--- config.mk ---
export PLATFORM = sky130hd
export DESIGN_NAME = i2c_mux_presence_tracker_top
export DESIGN_NICKNAME = d
export VERILOG_FILES = /design/src/rtl/core/i2cmpt_pkg.sv /design/src/rtl/core/i2cmpt_front.sv /design/src/rtl/core/i2cmpt_queue.sv /design/src/rtl/core/i2cmpt_back.sv /design/src/rtl/core/i2c_mux_presence_tracker_top.sv
export SDC_FILE = /design/constraint.sdc
export NUM_CORES = 1
export LEC_CHECK = 0
export BUFFER_PORTS_ARGS = -buffer_cell sky130_fd_sc_hd__buf_4
export CAP_MARGIN = 20
export CORE_ASPECT_RATIO = 1.5
export CORE_MARGIN = 4
export CORE_UTILIZATION = 53
export CTS_CLUSTER_SIZE = 28
export DETAILED_ROUTE_END_ITERATION = 8
export PLACE_DENSITY = 0.75
export SYNTH_ARGS = -nofsm -noshare
export SYNTH_HDL_FRONTEND = slang
export SYNTH_SLANG_ARGS = --single-unit
--- constraint.sdc ---
create_clock -name clk_i -period 5 [get_ports clk_i]
set_clock_uncertainty 0.05 [all_clocks]
set_input_delay 0.25 -clock clk_i [delete_from_list [all_inputs] [get_ports clk_i]]
set_output_delay 0.25 -clock clk_i [all_outputs]
set_load 0.005 [all_outputs]
--- src/rtl/core/i2cmpt_pkg.sv ---
// ----------------------------------------------------------------------------
// i2cmpt_pkg
// Shared types and constants of the I2C multiplexer presence tracker.
// ----------------------------------------------------------------------------
package i2cmpt_pkg;

  localparam int unsigned ADDR_W = 7;
  localparam int unsigned SLOT_W = 7;
  localparam int unsigned CNT_W  = 4;

  localparam logic [ADDR_W-1:0] ADDR_LOW_LIMIT  = 7'd8;
  localparam logic [ADDR_W-1:0] ADDR_HIGH_LIMIT = 7'd119;
  localparam logic [CNT_W-1:0]  CNT_MAX         = 4'd15;

  // register map
  localparam int unsigned CFG_IDX_W = 2;
  localparam logic [CFG_IDX_W-1:0] CFG_MUX_ENABLED    = 2'd0;
  localparam logic [CFG_IDX_W-1:0] CFG_FIRST_MUX_ADDR = 2'd1;
  localparam logic [CFG_IDX_W-1:0] CFG_LAST_MUX_ADDR  = 2'd2;

  localparam logic [ADDR_W-1:0] RST_FIRST_MUX_ADDR = 7'd112;
  localparam logic [ADDR_W-1:0] RST_LAST_MUX_ADDR  = 7'd119;

  // input command codes
  localparam logic CMD_REPORT = 1'b0;
  localparam logic CMD_QUERY  = 1'b1;

  typedef enum logic [1:0] {
    KIND_QUERY        = 2'd0,
    KIND_REPORT_MUX   = 2'd1,
    KIND_REPORT_OTHER = 2'd2
  } kind_e;

  typedef struct packed {
    logic                  mux_enabled;
    logic [ADDR_W-1:0]     first_mux_addr;
    logic [ADDR_W-1:0]     last_mux_addr;
  } cfg_t;

  // one classified request between front and back
  typedef struct packed {
    kind_e                 kind;
    logic [ADDR_W-1:0]     offset;
    logic [SLOT_W-1:0]     slot;
    logic                  responding;
  } req_t;

  typedef struct packed {
    logic                  is_mux;
    logic                  change_detected;
    logic                  mux_online;
    logic [SLOT_W-1:0]     next_slot;
  } rsp_t;

endpackage

--- src/rtl/core/i2cmpt_front.sv ---
// ----------------------------------------------------------------------------
// i2cmpt_front
// Classifies incoming requests: query, report of a tracked mux, other report.
// ----------------------------------------------------------------------------
module i2cmpt_front #(
  parameter int unsigned NUM_MUX = 8
) (
  input  i2cmpt_pkg::cfg_t                    cfg_i,
  input  logic                                command_i,
  input  logic [i2cmpt_pkg::ADDR_W-1:0]       dev_addr_i,
  input  logic [i2cmpt_pkg::SLOT_W-1:0]       slot_num_i,
  input  logic                                responding_i,
  output i2cmpt_pkg::req_t                    req_o
);

  logic                            win_ok;
  logic                            in_win;
  logic [i2cmpt_pkg::ADDR_W-1:0]   offset;

  assign win_ok = cfg_i.mux_enabled
               && (cfg_i.first_mux_addr >= i2cmpt_pkg::ADDR_LOW_LIMIT)
               && (cfg_i.last_mux_addr <= i2cmpt_pkg::ADDR_HIGH_LIMIT)
               && (cfg_i.first_mux_addr <= cfg_i.last_mux_addr);

  assign offset = dev_addr_i - cfg_i.first_mux_addr;

  // only the first NUM_MUX addresses of the window have table entries
  assign in_win = win_ok
               && (dev_addr_i >= cfg_i.first_mux_addr)
               && (dev_addr_i <= cfg_i.last_mux_addr)
               && ({1'b0, offset} < (i2cmpt_pkg::ADDR_W+1)'(NUM_MUX));

  always_comb begin
    req_o.offset     = offset;
    req_o.slot       = slot_num_i;
    req_o.responding = responding_i;
    if (command_i == i2cmpt_pkg::CMD_QUERY) begin
      req_o.kind = i2cmpt_pkg::KIND_QUERY;
    end else if (in_win) begin
      req_o.kind = i2cmpt_pkg::KIND_REPORT_MUX;
    end else begin
      req_o.kind = i2cmpt_pkg::KIND_REPORT_OTHER;
    end
  end

endmodule

--- src/rtl/core/i2cmpt_queue.sv ---
// ----------------------------------------------------------------------------
// i2cmpt_queue
// Two-entry request queue between the classifier and the execution stage.
// ----------------------------------------------------------------------------
module i2cmpt_queue (
  input  logic              clk_i,
  input  logic              rst_ni,
  input  logic              push_i,
  input  i2cmpt_pkg::req_t  push_data_i,
  output logic              full_o,
  input  logic              pop_i,
  output logic              valid_o,
  output i2cmpt_pkg::req_t  head_o
);

  localparam int unsigned Depth = 2;

  i2cmpt_pkg::req_t mem_q [Depth];
  logic             wr_ptr_q, wr_ptr_d;
  logic             rd_ptr_q, rd_ptr_d;
  logic [1:0]       count_q, count_d;
  logic             do_push, do_pop;

  assign full_o  = (count_q == 2'(Depth));
  assign valid_o = (count_q != 2'd0);
  assign head_o  = mem_q[rd_ptr_q];
  assign do_push = push_i && !full_o;
  assign do_pop  = pop_i && valid_o;

  always_comb begin
    wr_ptr_d = do_push ? ~wr_ptr_q : wr_ptr_q;
    rd_ptr_d = do_pop ? ~rd_ptr_q : rd_ptr_q;
    count_d  = count_q + 2'(do_push) - 2'(do_pop);
  end

  always_ff @(posedge clk_i or negedge rst_ni) begin
    if (!rst_ni) begin
      wr_ptr_q <= 1'b0;
      rd_ptr_q <= 1'b0;
      count_q  <= 2'd0;
    end else begin
      wr_ptr_q <= wr_ptr_d;
      rd_ptr_q <= rd_ptr_d;
      count_q  <= count_d;
    end
  end

  always_ff @(posedge clk_i) begin
    if (do_push) begin
      mem_q[wr_ptr_q] <= push_data_i;
    end
  end

  a_count_bound: assert property (@(posedge clk_i) disable iff (!rst_ni)
    count_q <= 2'(Depth))
    else $error("queue count above depth");

  a_ptr_match: assert property (@(posedge clk_i) disable iff (!rst_ni)
    (count_q == 2'd0 || count_q == 2'(Depth)) |-> (wr_ptr_q == rd_ptr_q))
    else $error("queue pointers disagree with count");

  a_drain: assert property (@(posedge clk_i) disable iff (!rst_ni)
    (count_q == 2'd1 && do_pop && !do_push) |=> !valid_o)
    else $error("queue not empty after last pop");

endmodule

--- src/rtl/core/i2cmpt_back.sv ---
// ----------------------------------------------------------------------------
// i2cmpt_back
// Holds the per-mux debounce state, executes reports and queries, and
// keeps the result register.
// ----------------------------------------------------------------------------
module i2cmpt_back #(
  parameter int unsigned NUM_MUX          = 8,
  parameter int unsigned SLOTS_PER_MUX    = 8,
  parameter int unsigned DETECT_THRESHOLD = 2
) (
  input  logic              clk_i,
  input  logic              rst_ni,
  input  logic              req_valid_i,
  input  i2cmpt_pkg::req_t  req_i,
  output logic              req_pop_o,
  output logic              rsp_valid_o,
  input  logic              rsp_ready_i,
  output i2cmpt_pkg::rsp_t  rsp_o
);

  localparam int unsigned IdxW = (NUM_MUX > 1) ? $clog2(NUM_MUX) : 1;
  localparam int unsigned CntW = i2cmpt_pkg::CNT_W;
  localparam int unsigned SlotW = i2cmpt_pkg::SLOT_W;

  logic              online_q [NUM_MUX];
  logic [CntW-1:0]   cnt_q    [NUM_MUX];
  logic [SlotW-1:0]  link_q   [NUM_MUX];

  logic              out_valid_q;
  i2cmpt_pkg::rsp_t  out_q, out_d;

  logic [IdxW-1:0]   idx;
  logic              cur_on, new_on;
  logic [CntW-1:0]   cur_cnt, cnt_inc, new_cnt;
  logic [SlotW-1:0]  cur_link, new_link;
  logic              chg;
  logic              upd;
  logic              found;
  logic [SlotW:0]    ans;
  logic [SlotW:0]    slot_x;
  logic [SlotW:0]    base;

  assign req_pop_o = req_valid_i && (!out_valid_q || rsp_ready_i);
  assign idx       = req_i.offset[IdxW-1:0];
  assign cur_on    = online_q[idx];
  assign cur_cnt   = cnt_q[idx];
  assign cur_link  = link_q[idx];
  assign cnt_inc   = (cur_cnt == i2cmpt_pkg::CNT_MAX) ? cur_cnt : cur_cnt + CntW'(1);
  assign upd       = req_pop_o && (req_i.kind == i2cmpt_pkg::KIND_REPORT_MUX);

  // debounce update of the addressed mux
  always_comb begin
    new_on   = cur_on;
    new_cnt  = cur_cnt;
    new_link = cur_link;
    chg      = 1'b0;
    if (req_i.responding) begin
      if (!cur_on) begin
        new_cnt = cnt_inc;
        if (cnt_inc >= CntW'(DETECT_THRESHOLD)) begin
          if (cur_link == req_i.slot) begin
            new_on = 1'b1;
            chg    = 1'b1;
          end
          new_cnt = '0;
        end
        new_link = req_i.slot;
      end else begin
        new_cnt = '0;
      end
    end else begin
      if (cur_on) begin
        // misses only count on the slot the mux was linked on
        if (cur_link == req_i.slot) begin
          new_cnt = cnt_inc;
          if (cnt_inc >= CntW'(DETECT_THRESHOLD)) begin
            new_on = 1'b0;
            chg    = 1'b1;
          end
        end
      end else begin
        new_cnt = '0;
      end
    end
  end

  // next online slot: first online mux whose slot range ends above the query
  always_comb begin
    slot_x = {1'b0, req_i.slot};
    found  = 1'b0;
    ans    = '0;
    base   = '0;
    for (int i = 0; i < NUM_MUX; i++) begin
      if (!found && online_q[i]
          && (slot_x < (SlotW+1)'((i + 1) * SLOTS_PER_MUX))) begin
        found = 1'b1;
        base  = (SlotW+1)'(i * SLOTS_PER_MUX);
        ans   = ((slot_x > base) ? slot_x : base) + (SlotW+1)'(1);
      end
    end
  end

  always_comb begin
    out_d = '0;
    case (req_i.kind)
      i2cmpt_pkg::KIND_QUERY: begin
        out_d.next_slot = ans[SlotW-1:0];
      end
      i2cmpt_pkg::KIND_REPORT_MUX: begin
        out_d.is_mux          = 1'b1;
        out_d.change_detected = chg;
        out_d.mux_online      = new_on;
      end
      default: begin
        out_d = '0;
      end
    endcase
  end

  always_ff @(posedge clk_i or negedge rst_ni) begin
    if (!rst_ni) begin
      for (int i = 0; i < NUM_MUX; i++) begin
        online_q[i] <= 1'b0;
        cnt_q[i]    <= '0;
        link_q[i]   <= '0;
      end
    end else if (upd) begin
      online_q[idx] <= new_on;
      cnt_q[idx]    <= new_cnt;
      link_q[idx]   <= new_link;
    end
  end

  always_ff @(posedge clk_i or negedge rst_ni) begin
    if (!rst_ni) begin
      out_valid_q <= 1'b0;
    end else if (req_pop_o) begin
      out_valid_q <= 1'b1;
    end else if (rsp_ready_i) begin
      out_valid_q <= 1'b0;
    end
  end

  always_ff @(posedge clk_i) begin
    if (req_pop_o) begin
      out_q <= out_d;
    end
  end

  assign rsp_valid_o = out_valid_q;
  assign rsp_o       = out_q;

  a_change_flip: assert property (@(posedge clk_i) disable iff (!rst_ni)
    (upd && chg) |=> (online_q[$past(idx)] != $past(cur_on)))
    else $error("change reported without online flip");

  a_no_change_hold: assert property (@(posedge clk_i) disable iff (!rst_ni)
    (upd && !chg) |=> (online_q[$past(idx)] == $past(cur_on)))
    else $error("online flag flipped without change");

  a_query_clean: assert property (@(posedge clk_i) disable iff (!rst_ni)
    (req_pop_o && req_i.kind == i2cmpt_pkg::KIND_QUERY)
      |=> (!out_q.is_mux && !out_q.change_detected && !out_q.mux_online))
    else $error("query result carries report flags");

endmodule

--- src/rtl/core/i2c_mux_presence_tracker_top.sv ---
// ----------------------------------------------------------------------------
// i2c_mux_presence_tracker_top
// Tracks online I2C multiplexers from scan reports and answers slot queries.
// ----------------------------------------------------------------------------
// Every request (a scan report or a next-slot query) yields exactly one
// result. Requests are classified on entry and held in a two-entry queue;
// the execution stage handles one request per cycle while the downstream
// side accepts results, doing the debounce update or the priority search
// over the online flags combinationally, so one request per clock is
// sustained without back-pressure. Each result is registered in an output
// register and held there while the downstream side stalls. Configuration
// writes must only occur while no request is in flight.
module i2c_mux_presence_tracker_top #(
  parameter int unsigned NUM_MUX          = 8,
  parameter int unsigned SLOTS_PER_MUX    = 8,
  parameter int unsigned DETECT_THRESHOLD = 2
) (
  input  logic                                  clk_i,
  input  logic                                  rst_ni,
  input  logic                                  cfg_we_i,
  input  logic [i2cmpt_pkg::CFG_IDX_W-1:0]      cfg_idx_i,
  input  logic [i2cmpt_pkg::ADDR_W-1:0]         cfg_wdata_i,
  input  logic                                  s_axis_tvalid,
  output logic                                  s_axis_tready,
  input  logic [15:0]                           s_axis_tdata,  // dev_addr, slot_num, responding
  input  logic                                  s_axis_tuser,  // command
  output logic                                  m_axis_tvalid,
  input  logic                                  m_axis_tready,
  output logic [15:0]                           m_axis_tdata   // is_mux, change_detected,
                                                               // mux_online, next_slot
);

  i2cmpt_pkg::cfg_t cfg_q;
  i2cmpt_pkg::req_t req_in;
  i2cmpt_pkg::req_t req_head;
  i2cmpt_pkg::rsp_t rsp;
  logic             q_full;
  logic             q_valid;
  logic             q_pop;

  always_ff @(posedge clk_i or negedge rst_ni) begin
    if (!rst_ni) begin
      cfg_q.mux_enabled    <= 1'b1;
      cfg_q.first_mux_addr <= i2cmpt_pkg::RST_FIRST_MUX_ADDR;
      cfg_q.last_mux_addr  <= i2cmpt_pkg::RST_LAST_MUX_ADDR;
    end else if (cfg_we_i) begin
      case (cfg_idx_i)
        i2cmpt_pkg::CFG_MUX_ENABLED:    cfg_q.mux_enabled    <= cfg_wdata_i[0];
        i2cmpt_pkg::CFG_FIRST_MUX_ADDR: cfg_q.first_mux_addr <= cfg_wdata_i;
        i2cmpt_pkg::CFG_LAST_MUX_ADDR:  cfg_q.last_mux_addr  <= cfg_wdata_i;
        default: begin
        end
      endcase
    end
  end

  i2cmpt_front #(
    .NUM_MUX (NUM_MUX)
  ) u_front (
    .cfg_i        (cfg_q),
    .command_i    (s_axis_tuser),
    .dev_addr_i   (s_axis_tdata[6:0]),
    .slot_num_i   (s_axis_tdata[13:7]),
    .responding_i (s_axis_tdata[14]),
    .req_o        (req_in)
  );

  assign s_axis_tready = !q_full;

  i2cmpt_queue u_queue (
    .clk_i       (clk_i),
    .rst_ni      (rst_ni),
    .push_i      (s_axis_tvalid),
    .push_data_i (req_in),
    .full_o      (q_full),
    .pop_i       (q_pop),
    .valid_o     (q_valid),
    .head_o      (req_head)
  );

  i2cmpt_back #(
    .NUM_MUX          (NUM_MUX),
    .SLOTS_PER_MUX    (SLOTS_PER_MUX),
    .DETECT_THRESHOLD (DETECT_THRESHOLD)
  ) u_back (
    .clk_i       (clk_i),
    .rst_ni      (rst_ni),
    .req_valid_i (q_valid),
    .req_i       (req_head),
    .req_pop_o   (q_pop),
    .rsp_valid_o (m_axis_tvalid),
    .rsp_ready_i (m_axis_tready),
    .rsp_o       (rsp)
  );

  assign m_axis_tdata = {6'd0, rsp.next_slot, rsp.mux_online, rsp.change_detected,
                         rsp.is_mux};

endmodule
[Word-level counts from Yosys, hierarchy flattened]
Memories as Yosys holds them, arrays and structs flattened.
Index checks and enable logic that the tools add are counted.
Word-level totals
  memories kept: 1
  input bits: 31
  RAM bits: 34
  word-level logic and storage cells: 193
  output and inout port bits: 18
  register bits: 126
Operators by class
  bitwise logic cells: 3
  add/sub/neg operators: 12
  eq/ne operators: 6
  reductions and logical operators: 43
  multiplexer cells: 68
  magnitude comparators: 25
Memory list
  u_queue.mem_q: words 2, bits a word 17, read ports 1, clocked after Yosys merged registers in 0, wr ports 1, line i2cmpt_queue.sv:18  | i2cmpt_pkg::req_t mem_q [Depth];
Operators by type and width (number)
  2-to-1 mux 7 bit: 21
  adder 7 x 1 -> 7 bit, second input constant: 8
  bitwise mux 56 bit: 1
  2-to-1 mux 4 bit: 9
  bitwise mux 32 bit: 1
  greater-than comparator 7 x 6 -> 1 bit, second input constant: 4
  < comparator 7 x 6 -> 1 bit, second input constant: 4
  logical AND 1 bit: 26
  2-to-1 mux 1 bit: 26
  binary-select mux 7 bit (select 3 bit): 1
  demux 7 bit (select 3 bit): 1
  greater-than comparator 7 x 5 -> 1 bit, second input constant: 2
  <= comparator 7 bit: 2
  < comparator 7 x 4 -> 1 bit, second input constant: 2
  < comparator 7 x 5 -> 1 bit, second input constant: 2
  binary-select mux 4 bit (select 3 bit): 1
  demux 4 bit (select 3 bit): 1
  logical NOT 1 bit: 9
  bitwise mux 8 bit: 1
  == test 7 bit: 1
  >= comparator 7 x 4 -> 1 bit, second input constant: 1
  >= comparator 7 bit: 1
  greater-than comparator 7 x 1 -> 1 bit, second input constant: 1
  greater-than comparator 7 x 4 -> 1 bit, second input constant: 1
  other kinds (22): 30

[Depth between registers and ports, before layout]
Gate-level depths: netlist of the first run.
An unclocked memory read counts as a cell.
  depth in word-level cells: 32
  gate-level depth with buffers: 20
  depth with buffers taken out: 16

[Modules after synthesis]
A second synthesis of the first run with hierarchy kept.
Second synthesis, totals
  cell total of the unflattened synthesis: 859
  area total of the unflattened synthesis: 8981.1 um2
By module, submodules not included
  i2cmpt_back: times used 1, seq. area each 2727.6 um2, cells an instance 644, area an instance 6040.8 um2
  i2cmpt_queue: times used 1, seq. area each 1121.1 um2, cells an instance 71, area an instance 1471.4 um2
  i2cmpt_front: times used 1, seq. area each 0.0 um2, cells an instance 103, area an instance 807.0 um2
  i2c_mux_presence_tracker_top: times used 1, seq. area each 387.9 um2, cells an instance 41, area an instance 661.9 um2

[Worst setup path after synthesis of the first run]
No wires, ideal clock.
  kind: register -> register
  start point: register u_queue.rd_ptr_q
  end point: register u_back.out_q (netlist bit u_back.rsp_o[2]) (data pin)
  path slack: 1157 ps
  setup time: 261 ps
  clock period less this slack: 3843 ps
  buffers on the path: 4
  required time: 4689 ps
  arrival: 3532 ps
  cell stages (with the launch flop): 21
  cell sequence: dfrtp_1 buf_4 buf_4 buf_4 mux2i_1 clkbuf_1 ha_1 inv_1 o211ai_1 nand2_1 nor2_1 nor2_1 ha_1 nand2_1 nor2_1 a21oi_1 o21ai_0 a32oi_1 o221ai_1 nor4_1 nor2_1
Between the ends
  longest elaborated chain between the ends: 32
  elaborated cells between the ends (all ways): 71
  classes of those cells: add/sub: 8; order compare: 16; mux: 23; reduce/logical: 23; memory: 1
RTL lines
  start: declaration: line i2cmpt_queue.sv:20  | logic rd_ptr_q, rd_ptr_d;
  start signal: assignment: line i2cmpt_queue.sv:43  | rd_ptr_q <= rd_ptr_d;
  memory read (2 x 17 bit) (*)
  < comparator 7 x 4 -> 1 bit: line i2cmpt_back.sv:95  | && (slot_x < (SlotW+1)'((i + 1) * SLOTS_PER_MUX))) begin
  logical AND 1 bit: line i2cmpt_back.sv:95
  2-to-1 mux 1 bit: line i2cmpt_back.sv:94  | if (!found && online_q[i]
  logical NOT 1 bit: line i2cmpt_back.sv:94
  logical AND 1 bit: line i2cmpt_back.sv:94
  logical AND 1 bit: line i2cmpt_back.sv:95
  2-to-1 mux 1 bit: line i2cmpt_back.sv:94
  [... 16 more ...]
  logical NOT 1 bit: line i2cmpt_back.sv:94
  logical AND 1 bit: line i2cmpt_back.sv:94
  logical AND 1 bit: line i2cmpt_back.sv:95
  2-to-1 mux 1 bit: line i2cmpt_back.sv:94
  logical NOT 1 bit: line i2cmpt_back.sv:94
  logical AND 1 bit: line i2cmpt_back.sv:94
  logical AND 1 bit: line i2cmpt_back.sv:95
  2-to-1 mux 7 bit: line i2cmpt_back.sv:94
  end signal: assignment: line i2cmpt_back.sv:146  | out_q <= out_d;
  end: declaration: line i2cmpt_back.sv:30  | i2cmpt_pkg::rsp_t out_q, out_d;
Every way passes the cells marked *; elsewhere a longest branch is shown, timed or not.
A chain may end at the register's enable or synchronous reset.

[Worst setup path after layout of the first run]
  start point: register u_queue.rd_ptr_q
  end point: register u_back.out_q (netlist bit u_back.rsp_o[7]) (data pin)
Between the ends
  longest elaborated chain between the ends: 12
  elaborated cells between the ends (all ways): 24
  classes of those cells: add/sub: 1; order compare: 1; eq/ne: 3; mux: 17; bitwise: 1; memory: 1
RTL lines
  memory read (2 x 17 bit) (*)
  inverter 3 -> 4 bit (implied by the code): line i2cmpt_back.sv:45, i2cmpt_back.sv:46, i2cmpt_back.sv:47
  binary-select mux 4 bit (select 3 bit): line i2cmpt_back.sv:46  | assign cur_cnt = cnt_q[idx];
  2-to-1 mux 4 bit (implied by the code) (2 in series): line i2cmpt_back.sv:46
  adder 4 x 1 -> 4 bit or == test 4 bit (tied branches): line i2cmpt_back.sv:48  | assign cnt_inc = (cur_cnt == i2cmpt_pkg::CNT_MAX) ? cur_cnt : cur_cnt + CntW'(1);
  2-to-1 mux 4 bit: line i2cmpt_back.sv:48
  >= comparator 4 x 2 -> 1 bit: line i2cmpt_back.sv:60, i2cmpt_back.sv:76
  2-to-1 mux 1 bit: line i2cmpt_back.sv:76  | if (cnt_inc >= CntW'(DETECT_THRESHOLD)) begin
  2-to-1 mux 1 bit: line i2cmpt_back.sv:74  | if (cur_link == req_i.slot) begin
  2-to-1 mux 1 bit: line i2cmpt_back.sv:72  | if (cur_on) begin
  2-to-1 mux 1 bit: line i2cmpt_back.sv:57  | if (req_i.responding) begin
Every way passes the cells marked *; elsewhere a longest branch is shown, timed or not. The select of a mux whose other input is x is not followed.

==> run metrics, run 1 <==
status complete, no violations; routed via count divided by cell count 6.18; Max Root-Sink Buffers 2; leakage power of the design 4.41 nW; worst relative slew slack 38.8%; Hold Violations, Final 0; worst hold path type in -> reg; dominant combinational cell family by area after synthesis compound AO/OA/AOI/OAI gates; number of gates resized after cts 0; Yosys warning total 0; Port Buffers 41; flops & latches, synth 152; Hold Worst Slack 0.0158 ns; number of sinks driven by the clock tree 152; cell area after synthesis 0.00873 mm²; routed length per instance 19.8 µm; number of violations reported at the end of detailed-routing iteration 0 427; Adder-Cell Fraction of Synth Area 4.96%; EDFF count, synth 36; series of cell instances along the critical path mux2_2 -> nor2_1 -> a32o_1 -> a211oi_1 -> inv_1 -> ha_1 -> nor2_1 -> nor2_1 -> o41ai_2 -> mux2i_2 -> nor2_1; placeable core region 0.0162 mm²; Post-route DRC 0; num rows 57; number of H-tree levels 4; pin count of the biggest net entering global routing 74; max cap viols 0; highest achievable clock rate 0.225 GHz; post-route insts no fill 1117; share of the clock period used by the worst path after layout 88.8%; Top Ports 49; number of search-and-repair iterations in the first detailed-routing pass 5; ANT cells 0; Seq/Total Area, Yosys 45.8%; number of different library cells in the post-synthesis netlist 77; required time at the worst-slack endpoint 5.10 ns; DPL Wire Length 15500 µm; Final setup viols 0; Max FO, Critical Path 23; overall routing resource usage 24.4%; number of nets in the layout 963; vertical extent of the die 165 µm; crit end category register; setup TNS 0 ns; Power Density 591 mW/mm²; mean instance size in the synthesized netlist 10.4 µm²; share of flip-flops with an asynchronous set or reset 76.3%; area share of the largest cell type after synthesis 30.4%; slowest stage cell on the critical path dfrtp_1; nature of the critical path startpoint register; worst setup path category reg -> reg; number of CTS-inserted buffers 17; slew at the pin with the worst max-slew slack 0.918 ns; Starting Density 53.9%; xor and xnor area share after synthesis 1.81%; number of antenna violations at the first check in global routing 0; worst endpoint data arrival time 4.54 ns; mux share of post-synthesis cell area 14.0%; Via Count 6908; synth-to-layout area growth 13.8%; Post-CTS Repair Setup Buffers 0; most area-consuming cells after synthesis dfrtp_1 30%, edfxtp_1 12%, mux2_2 9.5%, ha_1 4.7%, mux2i_1 3.9%; Hold Buf Count CTS 10; clock network latency to the later pin of the worst-skew pair 0.43 ns; x dimension of the die 113 µm; shortest clock period the worst path allows after layout 4.44 ns; RSZ-0062 raised after global routing no; worst IR drop on VDD 223 µV; slowest cell delay on critical path 0.84 ns; count of nets left with antenna violations after detail routing 0; utilization after layout 61.3%; routability cong. 0.949; post-synthesis simple-gate area fraction 13.2%; area of the die 0.0186 mm²; area leader, netlist dfrtp_1; share of final-layout standard cells stronger than drive strength 1 22.0%; number of standard cells after synthesis 840; grt total ovfl 0; wire length of the first global-routing pass 35700 µm; buffer type at the clock tree root clkbuf_16; Slew Limit Fails 0; vias in the first global route 7010; CTS tree yes; Critical Path Most Common Cell nor2_1; most used flip-flop cell after synthesis dfrtp_1; Post-Place Cells 1074; Reg clk slew, reported paths 0.07 ns; total wire length after detailed routing 22100 µm; Compound-Gate Fraction of Synth Area 16.0%
path summary, 6_finish.rpt:
path | slack [ns] | to | startpoint | cells after the start
worst max-delay path | 0.56 | u_back.rsp_o[7]$_SDFFCE_PN0P_ | u_queue.rd_ptr_q$_DFFE_PN0P_ | 11
worst min-delay path | 0.02 | cfg_q[3]$_DFFE_PN0P_ | cfg_wdata_i[3] | 2
worst max register to register | 0.56 | u_back.rsp_o[7]$_SDFFCE_PN0P_ | u_queue.rd_ptr_q$_DFFE_PN0P_ | 11
worst min register to register | 0.43 | u_back.cnt_q[13]$_DFFE_PN0P_ | u_back.cnt_q[13]$_DFFE_PN0P_ | 2
max in group asynchronous | 3.22 | u_back.link_q[24]$_DFFE_PN0P_ | rst_ni | 3
min in group asynchronous | 0.30 | u_queue.rd_ptr_q$_DFFE_PN0P_ | rst_ni | 2
logic make-up (layout without fill, tap and decap cells):
kind of cell | after synthesis | after routing
buffers and inverters | 80 | 146
other | 1 | 6
flip-flops | 152 | 152
multiplexers | 111 | 111
adder cells (fa/ha/maj) | 34 | 34
AO/OA/AOI/OAI | 200 | 200
XOR/XNOR | 18 | 18
AND/OR/NAND/NOR | 244 | 244
registers in the layout (all words and copies together), names as in the netlist:
register and count:
u_back.rsp_o 10, u_back.online_q 8, u_queue.wr_ptr_q 1, u_back.rsp_valid_o 1, u_queue.mem_q 26, u_back.link_q 56
u_queue.count_q 2, u_queue.rd_ptr_q 1, u_back.cnt_q 32, cfg_q 15
synth_stat cells, types with 11 or more instances:
| master | instances |
|---|---|
| ha_1 | 33 |
| o21a_1 | 11 |
| clkbuf_1 | 18 |
| inv_1 | 43 |
| mux2_2 | 74 |
| dfrtp_1 | 106 |
| nor2_1 | 80 |
| o211ai_1 | 12 |
| edfxtp_1 | 36 |
| o21ai_0 | 44 |
| nand2_1 | 77 |
| a21oi_1 | 37 |
| buf_4 | 12 |
| mux2i_1 | 34 |
| nand3_1 | 16 |
| xnor2_1 | 16 |
cell type report:
cell class	instances	area, µm²
clock buffers	21	470
clock inverters	11	86.3
fillers	1304	6260
inverters	43	161
multi-input cells	613	4400
flip-flops and latches	152	4000
well taps	206	258
repair buffers	71	558
critical path, delay by kind of cell, from the launching register on:
family | cells | cell delay [ns]
multiplexers | 2 | 1.12
AND/OR/NAND/NOR | 4 | 0.48
AO/OA/AOI/OAI | 3 | 1.24
buffers and inverters | 1 | 0.13
adder cells (fa/ha/maj) | 1 | 0.29
flip-flops | 1 | 0.84
cells in the final DEF (no fill, tap or decap), drive strengths merged, types with 4 or more instances in the layout:
cell / Yosys / final
o21a: 11 / 11
a211oi: 4 / 4
a22o: 7 / 7
nor2b: 8 / 8
inv: 43 / 48
nor3b: 7 / 7
o211ai: 12 / 12
nor3: 8 / 8
o21ai: 47 / 47
a21oi: 38 / 38
mux2i: 35 / 35
edfxtp: 36 / 36
o221ai: 4 / 4
nand4: 9 / 9
dfstp: 10 / 10
a32oi: 4 / 4
or3: 6 / 6
a221oi: 4 / 4
or2: 6 / 6
mux2: 75 / 75
nand3: 16 / 16
a21o: 4 / 4
nand2: 77 / 77
o31ai: 10 / 10
o22ai: 10 / 10
dlygate4sd3: 0 / 10
nor2: 80 / 80
nor4: 4 / 4
ha: 33 / 33
conb: 1 / 6
buf: 19 / 61
o2111ai: 5 / 5
dfrtp: 106 / 106
a31oi: 10 / 10
clkbuf: 18 / 21
xnor2: 16 / 16
and3b: 4 / 4
and3: 5 / 5
stage by stage:
stage | setup slack [ns] | total power [mW] | area (µm²)
2_1_floorplan | 1.16 | 3.85 | 8750
3_3_place_gp | 0.766 | 4.55 | 9260
3_5_place_dp | 0.633 | 4.62 | 9260
4_1_cts | 0.621 | 5.86 | 9920
5_1_grt | 0.282 | 6.24 | 9930
6_report | 0.561 | 5.87 | 9930
per-layer routing:
layer,wire [µm],vias up,track usage [%],share of wire (%)
met2,11300,275,43.1,51
met5,0,-,0,0
li1,-,3203,-,-
met3,1220,90,3.94,5.5
met1,8460,3340,27.6,38
met4,1180,0,14.4,5.3
power breakdown:
group	internal (mW)	switching [mW]
clock network	0.681	0.528
registers	1.70	0.283
logic	1.05	1.62
(Power assumes the default switching activity.)
==> inputs of run 2 (changes only) <==
Settings changed: SYNTH_HIERARCHICAL set to 1.
==> run 2 against run 1 <==
Net effect:
- synthesized cell count up 0.24%
- combinational power down 17%
- hold slack better by 0.0095 ns
- via count decreased by 5.5%
- flip-flop and latch count unchanged
- first-iteration DRC count grew 18%
- worst setup slack improved by 0.43 ns
- register-to-register slack better by 0.43 ns
- clock power is 16% higher
- critical path type unchanged
- highest routed layer unchanged
==> run metrics, run 2 <==
area occupied by multi-input gates 0.00423 mm² (-3.8%); Setup Slack @ Placement 1.01 ns (+0.374 ns); number of CTS-inserted buffers 17 (unchanged); cell area after synthesis 0.00865 mm² (-0.85%); worst IR drop on VDD 286 µV (+28%); num rows 57 (unchanged); slew at the pin with the worst max-slew slack 0.867 ns (-0.0510 ns); routed length per instance 18.1 µm (-8.8%); ANT cells 0 (unchanged); share of final-layout standard cells stronger than drive strength 1 19.7% (-2.3 points); Reg clk slew, reported paths 0.06 ns (about the same); crit end category register; routability cong. 0.887 (-6.5%); Max Root-Sink Buffers 2 (unchanged); Hold Violations, Final 0 (unchanged); leakage power of the design 4.28 nW (-2.9%); slowest stage cell on the critical path mux2_4; mean instance size in the synthesized netlist 10.3 µm² (-1.1%); grt total ovfl 0 (unchanged); standard cell area after detailed placement 0.00897 mm² (-3.2%); Post-Place Cells 1049 (-2.3%); CP top delay family multiplexers; area of the die 0.0185 mm² (-0.80%); CTS tree yes; total wire length after detailed routing 19700 µm (-11%); Cell Int Power 3.38 mW (-1.8%); overall routing resource usage 22.1% (-2.3 points); worst endpoint data arrival time 4.21 ns (-0.33 ns); highest-count cells in the layout ignoring fill and taps 150 x nand2_1, 106 x dfrtp_1, 78 x o21ai_0; clock network fraction of design power 25.9% (+5.3 points); required time at the worst-slack endpoint 5.20 ns (+0.10 ns); vertical extent of the die 164 µm (-0.40%); biggest regs u_back/link_q x56, u_back/cnt_q x32, u_queue/mem_q x26; wire length of the first global-routing pass 32500 µm (-8.9%); synth-to-layout area growth 12.4%; placeable core region 0.0161 mm² (-0.44%); share of the clock period used by the worst path after layout 80.1% (-8.7 points); vias in the first global route 6645 (-5.2%); logic gate share of total power 41.2% (-4.4 points); Hold Worst Slack 0.0253 ns (+0.00950 ns); DPL Wire Length 13700 µm (-12%); area occupied by registers 0.00400 mm² (unchanged); sequential fraction of design power 32.9% (-1.0 points); buffer type at the clock tree root clkbuf_16; net switching power 2.01 mW (-17%); number of violations reported at the end of detailed-routing iteration 0 503 (+18%); clock network latency to the later pin of the worst-skew pair 0.42 ns (about the same); Final setup viols 0 (unchanged); Starting Density 53.7% (-0.22 points); post-route cell area 0.00972 mm² (-2.1%); Via Count 6528 (-5.5%); series of cell instances along the critical path buf_4 -> mux2_4 -> mux4_2 -> mux2i_1 -> xnor2_1 -> nand3_1 -> nor4_4 -> nand4_1 -> mux2i_2 -> o21ai_0; number of antenna violations at the first check in global routing 0 (unchanged); number of search-and-repair iterations in the first detailed-routing pass 5 (unchanged); routed via count divided by cell count 5.98 (-3.2%); final total power 5.38 mW (-8.3%); largest register by flop count u_back/link_q; Post-route DRC 0 (unchanged); Yosys warning total 6 (+6); highest achievable clock rate 0.250 GHz (+11%); number of flip-flops in the largest register 56 (unchanged); number of nets in the layout 938 (-2.6%); fraction of power spent switching nets 37.3% (-4.1 points); post-route worst setup slack 0.995 ns (+0.434 ns); max cap viols 0 (unchanged); shortest clock period the worst path allows after layout 4.01 ns (-0.434 ns); status complete, no violations; RSZ-0062 raised after global routing no; fillers 1345 (+3.1%); number of H-tree levels 4 (unchanged); number of sinks driven by the clock tree 152 (unchanged); Slew Limit Fails 0 (unchanged); x dimension of the die 112 µm (-0.39%); nature of the critical path startpoint register; worst hold path type in -> reg; utilization after layout 60.3% (-1.0 points); slowest cell delay on critical path 0.63 ns (-0.21 ns); worst relative slew slack 42.2% (+3.4 points); Power Density 554 mW/mm² (-6.3%); post-route insts no fill 1091 (-2.3%); most common cell after layout, fill and taps aside nand2_1; Port Buffers 41 (unchanged); Buffers & Inverters on Critical Path 1 (unchanged); Max FO, Critical Path 45 (+96%); count of nets left with antenna violations after detail routing 0 (unchanged); Top Ports 49 (unchanged); worst setup path category reg -> reg; setup TNS 0 ns (unchanged); pin count of the biggest net entering global routing 71 (-4.1%); number of standard cells after synthesis 842 (+0.24%)
-- run 2: worst paths after layout --
kind / startpoint / end / slack [ns] / cells past startpoint
max: u_queue/rd_ptr_q$_DFFE_PN0P_ / u_back/cnt_q[3]$_DFFE_PN0P_ / 0.99 / 10
min: cfg_wdata_i[5] / cfg_q[5]$_DFFE_PN1P_ / 0.03 / 2
max reg2reg: u_queue/rd_ptr_q$_DFFE_PN0P_ / u_back/cnt_q[3]$_DFFE_PN0P_ / 0.99 / 10
min reg2reg: u_back/link_q[14]$_DFFE_PN0P_ / u_back/link_q[14]$_DFFE_PN0P_ / 0.42 / 2
max in group asynchronous: rst_ni / u_back/cnt_q[22]$_DFFE_PN0P_ / 3.35 / 3
min in group asynchronous: rst_ni / u_back/link_q[12]$_DFFE_PN0P_ / 0.44 / 2
-- run 2: layout make-up --
type | instances | area share, %
timing repair buffer | 58 | 4.75
clock buffer | 17 | 4.38
sequential | 152 | 41.1
multi-input combinational | 609 | 43.5
tap | 206 | 2.65
clock inverter | 15 | 2.32
inverter | 34 | 1.31
-- run 2: layer usage --
metal | GRT usage [%] | wire length (µm)
met4 | 9.90 | 663
met2 | 40.9 | 10600
met3 | 3.89 | 935
met5 | 0 | 0
met1 | 24.7 | 7520
-- run 2: timing repair --
item                      4_1_cts  5_1_grt
buffers inserted                0        0
hold buffers                    9        0
resized for setup               0        0
hold endpoints to repair       75        0
-- run 2: power by group through the flow --
stage / logic (mW) / registers [mW] / clock network [mW]
2_1_floorplan: 1.70 / 1.74 / 0
3_3_place_gp: 2.14 / 1.78 / 0
3_5_place_dp: 2.18 / 1.79 / 0
4_1_cts: 2.21 / 1.77 / 1.42
5_1_grt: 2.46 / 1.80 / 1.46
6_report: 2.22 / 1.77 / 1.40
-- run 2: worst register-to-register path, delay by kind of cell, from the launching register on --
kind | cells | cell delay (ns)
AND/OR/NAND/NOR | 3 | 0.84
XOR/XNOR | 1 | 0.16
buffers and inverters | 1 | 0.26
multiplexers | 4 | 1.85
AO/OA/AOI/OAI | 1 | 0.18
flip-flops | 1 | 0.50
